==> config.mk <==
export PLATFORM = sky130hd
export DESIGN_NAME = lhb_moddiv
export DESIGN_NICKNAME = d
export VERILOG_FILES = /design/src/hw/rtl/led_hover_band_renderer_core_macros.svh /design/src/hw/rtl/lhb_pkg.sv /design/src/hw/rtl/lhb_moddiv.sv
export SDC_FILE = /design/constraint.sdc
export NUM_CORES = 1
export LEC_CHECK = 0
export BUFFER_PORTS_ARGS = -buffer_cell sky130_fd_sc_hd__buf_2
export CORE_MARGIN = 2
export CORE_UTILIZATION = 40
export DETAILED_ROUTE_END_ITERATION = 8
export SYNTH_ARGS = -nofsm -noshare
export SYNTH_HDL_FRONTEND = slang
export SYNTH_SLANG_ARGS = --single-unit
==> constraint.sdc <==
create_clock -name clk -period 2.1 [get_ports clk]
set_clock_uncertainty 0.05 [all_clocks]
set_input_delay 0.42 -clock clk [delete_from_list [all_inputs] [get_ports clk]]
set_output_delay 0.42 -clock clk [all_outputs]
set_load 0.02 [all_outputs]
==> src/hw/rtl/led_hover_band_renderer_core_macros.svh <==
// Assertion macros shared by the hover band renderer RTL.
// Included by the modules that carry concurrent checks; depends on nothing.
`ifndef LED_HOVER_BAND_RENDERER_CORE_MACROS_SVH
`define LED_HOVER_BAND_RENDERER_CORE_MACROS_SVH

`ifndef SYNTH

// Antecedent implies consequent in the same cycle.
`define LHB_ASSERT_IMP(label, clk, rst_n, ante, cons) \
    label: assert property (@(posedge clk) disable iff (!rst_n) (ante) |-> (cons)) \
        else $error("same-cycle implication check failed");

// Antecedent implies consequent in the next cycle.
`define LHB_ASSERT_NXT(label, clk, rst_n, ante, cons) \
    label: assert property (@(posedge clk) disable iff (!rst_n) (ante) |=> (cons)) \
        else $error("next-cycle implication check failed");

`else

`define LHB_ASSERT_IMP(label, clk, rst_n, ante, cons)
`define LHB_ASSERT_NXT(label, clk, rst_n, ante, cons)

`endif

`endif

==> src/hw/rtl/lhb_pkg.sv <==
// Shared types, constants and color helpers for the hover band renderer.
// Depends on nothing; used by the divider and the top level.
`timescale 1ns / 1ps
`default_nettype none

package lhb_pkg;

    // Fixed field widths.
    localparam int unsigned COLOR_W = 24;
    localparam int unsigned COUNT_W = 9;
    localparam int unsigned DVD_W   = 16;
    localparam int unsigned HALF_W  = 8;
    localparam int unsigned PHASE_W = 4;

    // Idle level of every byte on the strip.
    localparam logic [7:0]         IDLE_BYTE  = 8'h80;
    localparam logic [COLOR_W-1:0] IDLE_PIXEL = 24'h808080;
    localparam logic [7:0]         FULL_BYTE  = 8'hff;

    // Band geometry.
    localparam logic [DVD_W-1:0]   BASE_OFFSET     = 16'd85;
    localparam logic [PHASE_W-1:0] PHASE_LEAD      = 4'd9;
    localparam logic [PHASE_W-1:0] PHASE_MID_FIRST = 4'd10;
    localparam logic [PHASE_W-1:0] PHASE_TRAIL     = 4'd14;

    // Reset value of the pixel count register.
    localparam logic [COUNT_W-1:0] PIXEL_COUNT_RST = 9'd256;

    typedef enum logic {
        ACT_RENDER = 1'b0,
        ACT_READ   = 1'b1
    } action_t;

    typedef enum logic {
        CFG_FILL_COLOR  = 1'b0,
        CFG_PIXEL_COUNT = 1'b1
    } cfg_index_t;

    typedef enum logic [2:0] {
        ST_INIT,
        ST_IDLE,
        ST_RD_WAIT,
        ST_CLEAR,
        ST_DIV_Q,
        ST_DIV_B,
        ST_WALK_I,
        ST_WALK_J
    } state_t;

    // Scale one color byte by s/512 and raise it to the idle level.
    function automatic logic [7:0] scale_byte(input logic [7:0] c, input logic [7:0] s);
        logic [15:0] prod;
        prod = 16'(c) * 16'(s);
        return IDLE_BYTE | 8'(prod >> 9);
    endfunction

    // Scaled band pixel in GRB order.
    function automatic logic [COLOR_W-1:0] band_pixel(input logic [COLOR_W-1:0] color,
                                                      input logic [7:0] s);
        return {scale_byte(color[23:16], s), scale_byte(color[15:8], s),
                scale_byte(color[7:0], s)};
    endfunction

endpackage

`default_nettype wire

==> src/hw/rtl/lhb_moddiv.sv <==
// Bit-serial remainder unit: dividend mod divisor, one dividend bit per cycle.
// Depends on lhb_pkg for the operand widths.
`timescale 1ns / 1ps
`default_nettype none

module lhb_moddiv (
    input  wire logic                        clk,
    input  wire logic                        rst_n,
    input  wire logic                        start,
    input  wire logic [lhb_pkg::DVD_W-1:0]   dividend,
    input  wire logic [lhb_pkg::COUNT_W-1:0] divisor,
    output logic                             done,
    output logic      [lhb_pkg::COUNT_W-1:0] rem
);

    import lhb_pkg::*;

    localparam int unsigned CNT_W = $clog2(DVD_W + 1);

    logic [CNT_W-1:0]   cnt_reg, cnt_next;
    logic               done_reg, done_next;
    logic [DVD_W-1:0]   dvd_reg, dvd_next;
    logic [COUNT_W-1:0] dsr_reg, dsr_next;
    logic [COUNT_W-1:0] rem_reg, rem_next;
    logic [COUNT_W:0]   trial;

    // One restoring step per cycle; done pulses after the last step.
    always_comb
    begin
        trial     = {rem_reg, dvd_reg[DVD_W-1]};
        cnt_next  = cnt_reg;
        dvd_next  = dvd_reg;
        dsr_next  = dsr_reg;
        rem_next  = rem_reg;
        done_next = 1'b0;
        if (start)
        begin
            cnt_next = CNT_W'(DVD_W);
            dvd_next = dividend;
            dsr_next = divisor;
            rem_next = '0;
        end
        else if (cnt_reg != '0)
        begin
            cnt_next  = cnt_reg - 1'b1;
            dvd_next  = dvd_reg << 1;
            done_next = (cnt_reg == CNT_W'(1));
            if (trial >= {1'b0, dsr_reg})
            begin
                rem_next = COUNT_W'(trial - {1'b0, dsr_reg});
            end
            else
            begin
                rem_next = trial[COUNT_W-1:0];
            end
        end
    end

    // Control state.
    always_ff @(posedge clk or negedge rst_n)
    begin
        if (!rst_n)
        begin
            cnt_reg  <= '0;
            done_reg <= 1'b0;
        end
        else
        begin
            cnt_reg  <= cnt_next;
            done_reg <= done_next;
        end
    end

    // Operands and partial remainder.
    always_ff @(posedge clk)
    begin
        dvd_reg <= dvd_next;
        dsr_reg <= dsr_next;
        rem_reg <= rem_next;
    end

    assign done = done_reg;
    assign rem  = rem_reg;

endmodule

`default_nettype wire
# ---- Word-level counts from Yosys, hierarchy flattened
# Cells that the tools add are included.
dict set report word_totals {
  reg_bits 40
}
dict set report op_classes {
  n_addsub 2
  magnitude_cmp 1
  n_eq_ne 1
  n_mux 7
  reduce_logical 2
}
# cell count
set ops {}
lappend ops {{16-bit two-way mux} 2}
lappend ops {{10-bit by 9-bit >= comparator with 1-bit output} 1}
lappend ops {{5-bit two-way mux} 2}
lappend ops {{9-bit two-way mux} 1}
lappend ops {{9-bit subtractor} 1}
lappend ops {{5-bit by 1-bit == test with 1-bit output, second input constant} 1}
lappend ops {{5-bit nonzero test} 1}
lappend ops {{5-bit by 1-bit subtractor with 5-bit output, second input constant} 1}
lappend ops {{1-bit two-way mux} 2}
lappend ops {{2-bit nonzero test} 1}

# ---- Logic depth before layout (Yosys ltp)
# Gate-level depths: netlist of run 1.
dict set report depth {
  depth_word 3
  ltp_mapped 10
  depth_no_buf 9
}

# ---- Worst setup path after synthesis of run 1
# No wires, ideal clock.
dict set report synth_path {
  kind {reg-to-reg}
  start {register dvd_reg[15]}
  end {register rem_reg[5] (netlist: rem[5])}
  arrival_ns 2.170
  setup_slack_ns -0.208
  path_stages_with_launch 11
  n_path_buf 1
  path_cell_list {edfxtp_1 -> inv_1 -> ha_1 -> inv_1 -> fa_1 -> a211oi_1 -> o31a_2 -> o211a_2 -> buf_6 -> nand2_1 -> a311oi_2}
}
dict set report synth_between {
  elab_chain_cells 2
}
# item line_no
set synth_rtl {}
lappend synth_rtl {{from (decl)} lhb_moddiv.sv:22} ;# logic [DVD_W-1:0] dvd_reg, dvd_next;
lappend synth_rtl {{from (signal assigned)} lhb_moddiv.sv:77} ;# dvd_reg <= dvd_next;
lappend synth_rtl {{9-bit subtractor or 10-bit by 9-bit >= comparator with 1-bit output (tied branches)} {lhb_moddiv.sv:50, lhb_moddiv.sv:48}}
lappend synth_rtl {{9-bit two-way mux (*)} lhb_moddiv.sv:48} ;# if (trial >= {1'b0, dsr_reg})
lappend synth_rtl {{to (signal assigned)} lhb_moddiv.sv:79} ;# rem_reg <= rem_next;
lappend synth_rtl {{to (decl)} lhb_moddiv.sv:24} ;# logic [COUNT_W-1:0] rem_reg, rem_next;
# Every way passes the cells marked *; elsewhere a longest branch is shown, timed or not.
# A chain may end at the register's enable or synchronous reset.

# ---- Worst setup path after layout of run 1
dict set report layout_path {
  start {register dvd_reg[15]}
  end {register rem_reg[0] (netlist: rem[0])}
}
# The elaborated chain is that of the path after synthesis.

==> run metrics, run 1 <==
ANT cells=0; global-route wire length before repair=7.60 mm; Max Freq=0.444 GHz; Area Growth Syn to Fin=35.0%; IO Port Bufs=37; Cell Area, Synth=0.00215 mm2; die area=about 0.0060 mm2; max reg flops=16; Peak VDD IR=0.000564 V; P_leak=1.28 nW; Avg Cell Area, Syn=11.5 um2; violated checks=negative setup slack; placed inst area=0.00268 mm2; post-route cell area=0.00290 mm2; CP Capture Type=register; max_cap viols=0; Routed WL=4.63 mm; critical path launch point type=register; FP Rows=26; fin cells=328; Initial Util=0.417; synth cell count leaders=25 x edfxtp_1, 17 x nor2_1, 15 x inv_1, 15 x mux2_2, 12 x ha_1; period utilization=1.07; vias in the first global route=1,582; Routed Antenna Nets=0; placer congestion estimate=0.779; placed cells=between 300 and 400; flip-flop and latch count after synthesis=40; fin worst setup slack=-154 ps; hpwl dp=3.34 mm; Worst-path clk slew=80 ps; Syn Nets=227; outcome=finished with violations; pin count of the biggest net entering global routing=28; Flop pwr share=0.314; Clock power frac=0.168; fraction of registers with async set/reset=0.150; initial DRC count=57; Sw Ratio=0.366; Gate power share=0.519; Skew-Pair Late Insertion Delay=300 ps; # IOs=38; post-synth top area cell=edfxtp_1; Relative slew margins=0.678; Slew @ Worst Pin=slightly below 500 ps; most used flip-flop cell after synthesis=edfxtp_1; drt via density=5.04; Syn. warnings=0; Seq/Total Area, Yosys=0.504; CTS Root Cell=clkbuf_8; core area=0.00514 mm2; CP required=2240 ps; max-slew violations=0; cell-internal power=2.43 mW; Max H-tree Level=2; post-DR wirelength/cell=14.1 um; most common cell in the synthesized netlist=edfxtp_1; Die Wd=around 77 um; hold slack=roughly 240 ps; GR Overflow Total=0; Vias=1,652; Power Dens Cells=1320 mW/mm2; Bufs on Longest Clock Path=2; Min-Delay Path Class=in -> reg; Post-synth EDFFs=25; Sink Count=40; sw power=1.40 mW; crit path kind=reg -> reg; CTS tree=yes; initial antenna violation count=0; layout cell share with drive strength beyond 1=0.477; Yosys top cell area share=0.350; top cells by area, synth=edfxtp_1 35%, dfxtp_1 8.4%, mux2_2 7.9%, dfrtp_1 7.0%, ha_1 7.0%; drt drc=0; fin nets=about 300; total power=3.83 mW; TritonCTS Buffers=5; Final Hold Fails=0; DR pass1 iterations=4; synthesized instance count=about 190; RSZ-0062 raised after global routing=true; Synth cell types=42; CP Data Arrival Time=2400 ps; GRT Util Overall=0.164; die height=about 77 um; Critical Path Fanout Max=6; fin crit period=2250 ps; # setup viols final=9; post-layout util=0.564
per-layer routing:
layer  vias up  GRT usage  part of all wire
li1        826          -                 -
met1       792      0.225              0.49
met2        28      0.256              0.46
met3         6     0.0412             0.034
met4         0     0.0518             0.013
met5         -          0                 0
cell families (layout without fill, tap and decap cells):
logic type | count (synthesis) | count (layout) | synth area share
AO/OA/AOI/OAI | 31 | 32 | 0.106
multiplexers | 23 | 23 | 0.116
flip-flops | 40 | 40 | 0.504
buffers and inverters | 22 | 93 | 0.0472
adder cells (fa/ha/maj) | 13 | 13 | 0.0793
AND/OR/NAND/NOR | 51 | 51 | 0.123
XOR/XNOR | 6 | 6 | 0.0245
layout make-up:
type                       instances  area, um2
sequential                        40       1100
timing repair buffer              70        448
tap                               70       87.6
clock buffer                       5       68.8
inverter                          15       56.3
clock inverter                     3       42.5
multi-input combinational        125       1100
fill                             482       2240
critical path, stage by stage, from the launching register on:
cell and delay (ps):
edfxtp_1 390, inv_1 80, ha_2 180, inv_2 40, fa_2 360, a211oi_2 220
o31a_2 210, o211a_4 240, nor4_1 60, a311o_1 320
what timing repair did:
action / CTS / global route
pin swaps: 8 / 2
setup endpoints to repair: 9 / 9
setup buffers: 4 / 2
hold endpoints to repair: 6 / 0
hold buffers: 1 / 0
resized for setup: 13 / 4
cloned: 1 / 0
cell usage in the layout, fill, tap and decap left out, types with 2 or more instances in the layout:
master and count:
xor2_1 2, inv_2 4, a311o_1 2, nand4b_1 2
o211a_4 2, mux2i_1 8, and4_2 2, nand3b_1 3
dfrtp_1 6, clkbuf_8 5, edfxtp_1 25, dfxtp_4 4
buf_4 31, nor4_1 2, nand2_1 9, inv_1 11
buf_2 37, ha_1 7, and2_1 2, a21oi_1 8
nand3_1 2, dfxtp_1 4, o21bai_1 2, and3_1 2
a211oi_1 3, ha_4 4, o21ai_0 3, nor3_1 4
mux2_2 15, nor2_1 16, xnor2_1 4, a211oi_2 4
per-stage QoR:
| stage | setup WS [ps] | setup TNS (ps) |
|---|---|---|
| 6_report | -154 | -821 |
| 5_1_grt | -254 | -1650 |
| 4_1_cts | -129 | -619 |
| 3_5_place_dp | -144 | -698 |
| 3_3_place_gp | -90.4 | -286 |
| 2_1_floorplan | -13.5 | -37.1 |
path summary, 6_finish.rpt:
kind | end | start | cells past startpoint | slack [ps]
setup / recovery | rem[0] | dvd_reg[15] | 9 | -150
hold / removal | dsr_reg[8] | divisor[8] | 1 | 240
setup reg to reg | rem[0] | dvd_reg[15] | 9 | -150
hold reg to reg | cnt_reg[4] | cnt_reg[4] | 2 | 490
max in group asynchronous | cnt_reg[2] | rst_n | 2 | 1430
min in group asynchronous | cnt_reg[1] | rst_n | 2 | 420
power groups by stage:
stage | logic [mW] | registers [mW] | clock network (mW)
floorplan | 1.09 | 1.30 | 0
global placement | 1.74 | 1.21 | 0
detailed placement | 1.77 | 1.22 | 0
CTS | 1.96 | 1.20 | 0.662
global route | 2.18 | 1.23 | 0.695
finish | 1.99 | 1.20 | 0.642
(Power assumes the default switching activity.)
==> run 2, diff against run 1 <==
- REMOVE_ABC_BUFFERS: not set -> 1
==> run 2 against run 1 <==
The flow still finishes with violations (negative setup slack). Total power down 2.9%. Cell count down 0.30%. Sequential power about the same. Count of clock-buffer cells in the layout up 1. Non-clock buffer count unchanged. Die area unchanged. Sequential cell count unchanged. Sequential share of layout area up 0.81 points.
==> run metrics, run 2 (synthesis gave the netlist of run 1 again) <==
critical path launch point type=register; Skew-Pair Late Insertion Delay=300 ps (about the same); max-slew violations=0 (unchanged); CP Data Arrival Time=2400 ps (about the same); fin worst setup slack=-162 ps (-8.01 ps); most frequent cells in the layout=37 x buf_2, 30 x buf_4, 25 x edfxtp_1, 17 x nor2_1, 15 x mux2_2; # setup viols final=9 (unchanged); CTS Root Cell=clkbuf_8; CTS tree=yes; TritonCTS Buffers=5 (unchanged); P_leak=1.29 nW (+0.67%); FP Rows=26 (unchanged); outcome=finished with violations; max reg flops=16 (unchanged); drt drc=0 (unchanged); pin count of the biggest net entering global routing=21 (-25%); Flop pwr share=0.315 (about the same); post-DR wirelength/cell=13.2 um (-6.4%); Sink Count=40 (unchanged); Clock power frac=0.180 (+0.012); GR Overflow Total=0 (unchanged); max_cap viols=0 (unchanged); IO Port Bufs=37 (unchanged); Peak VDD IR=0.000471 V (-17%); R2R depth=10 (+1); R2R setup slack=-160 ps (about the same); drt via density=5.09 (+1.2%); Slew @ Worst Pin=423 ps (-60.2 ps); placer congestion estimate=0.766 (-1.6%); worst r2r src=dvd_reg[15]; Routed Antenna Nets=0 (unchanged); fin nets=297 (-0.34%); Worst-path clk slew=80 ps (about the same); Layout fillers=481 (-0.21%); Critical Path Fanout Max=7 (+1); period utilization=1.08 (+0.00381); die area=0.00597 mm2 (unchanged); Max Freq=0.442 GHz (-0.35%); Final Hold Fails=0 (unchanged); vias in the first global route=1,663 (+5.1%); Worst Hold End=dsr_reg[2]; core area=0.00514 mm2 (unchanged); Vias=1,666 (+0.85%); Initial Util=0.417 (unchanged); Max H-tree Level=2 (unchanged); Routed WL=4.32 mm (-6.7%); hpwl dp=3.27 mm (-2.2%); violated checks=negative setup slack; Relative slew margins=0.718 (+0.0402); CP required=2230 ps (about the same); global-route wire length before repair=7.58 mm (-0.36%); die height=77.2 um (unchanged); met3 Use GR=0.0447 (+0.00353); gr busiest metal=met2; RSZ-0062 raised after global routing=true; Min-Delay Startpoint=divisor[2]; Area Growth Syn to Fin=30.3%; cell-internal power=2.41 mW (-0.77%); # IOs=38 (unchanged); sw power=1.31 mW (-6.6%); ANT cells=0 (unchanged); Power Dens Cells=1330 mW/mm2 (+0.66%); initial DRC count=66 (+16%); GRT Util Overall=0.162 (-0.00284); Min-Delay Path Class=in -> reg; Bufs on Longest Clock Path=2 (unchanged); pre-CTS WS=-353 ps (-208 ps); fin crit period=2260 ps (+8.01 ps); met2 usage=0.265 (+0.00957); DR pass1 iterations=4 (unchanged); layout cell share with drive strength beyond 1=0.405 (-0.0721); Reg-to-Reg End=rem[4]; met1 GRT Util=0.199 (-0.0264); initial antenna violation count=0 (unchanged); commonest non-fill, non-tap cell in the layout=buf_2; CP Capture Type=register; Sw Ratio=0.352 (-0.0140); WHS Path Cells=1 (unchanged); Gate power share=0.505 (-0.014); crit path kind=reg -> reg; hold slack=243 ps (+4.09 ps); Die Wd=77.2 um (unchanged)
## run 2: changes by cell type in the layout (fill, tap and decap cells not counted), moves of 4 or more
cell,change
ha_1,+4
ha_4,-4
dfxtp_4,-4
dfxtp_1,+5
## run 2: routing by layer
metal	vias to the layer above	wire length (um)
met5	-	0
met2	40	2080
met4	0	96
met1	795	1920
met3	12	220
li1	819	-
## run 2: power by group through the flow
stage	clock network, mW	logic (mW)	registers [mW]
2_1_floorplan	0	0.975	1.27
3_3_place_gp	0	1.68	1.18
3_5_place_dp	0	1.71	1.18
4_1_cts	0.693	1.87	1.17
5_1_grt	0.730	2.07	1.20
6_report	0.670	1.88	1.17
## run 2: worst max-delay path, stage by stage, from the launching register on
cell	delay, ps
edfxtp_1	400
inv_1	70
ha_2	170
inv_2	40
fa_2	350
a211oi_2	270
o31a_2	200
o211a_4	210
buf_6	120
mux2i_1	180
a211oi_1	80
## run 2: area by class of cell
cell class / count / area (um2) / area share
clock buffer: 6 / 82.6 / 0.0295
inverter: 15 / 56.3 / 0.0201
timing repair buffer: 70 / 452 / 0.162
clock inverter: 2 / 38.8 / 0.0139
sequential: 40 / 1080 / 0.387
multi-input combinational: 124 / 997 / 0.357
tap: 70 / 87.6 / 0.0313
## run 2: stage by stage
stage          power [mW]  instance area, um2  setup TNS [ps]  utilization  std cells
2_1_floorplan        2.25                2100           -1840            -        179
3_3_place_gp         2.87                2580           -2280        0.502        312
3_5_place_dp         2.89                2580           -2920        0.502        312
4_1_cts              3.74                2790            -861        0.542        326
5_1_grt              4.00                2800           -2420        0.544        327
6_report             3.72                2800           -1290        0.544        327
## run 2: worst max-delay path by stage
stage                      startpoint      to  cells after the start
after floorplan           dvd_reg[15]  rem[2]                      9
after global placement    dvd_reg[15]  rem[5]                     10
after detailed placement  dvd_reg[15]  rem[5]                     10
after CTS                 dvd_reg[15]  rem[4]                     10
after global routing      dvd_reg[15]  rem[4]                     10
final                     dvd_reg[15]  rem[4]                     10
## run 2: timing repair
action | in CTS | in global routing
hold buffers | 1 | 0
setup buffers | 5 | 1
pin swaps | 13 | 7
setup endpoints to repair | 9 | 9
resized for setup | 9 | 1
hold endpoints to repair | 6 | 0
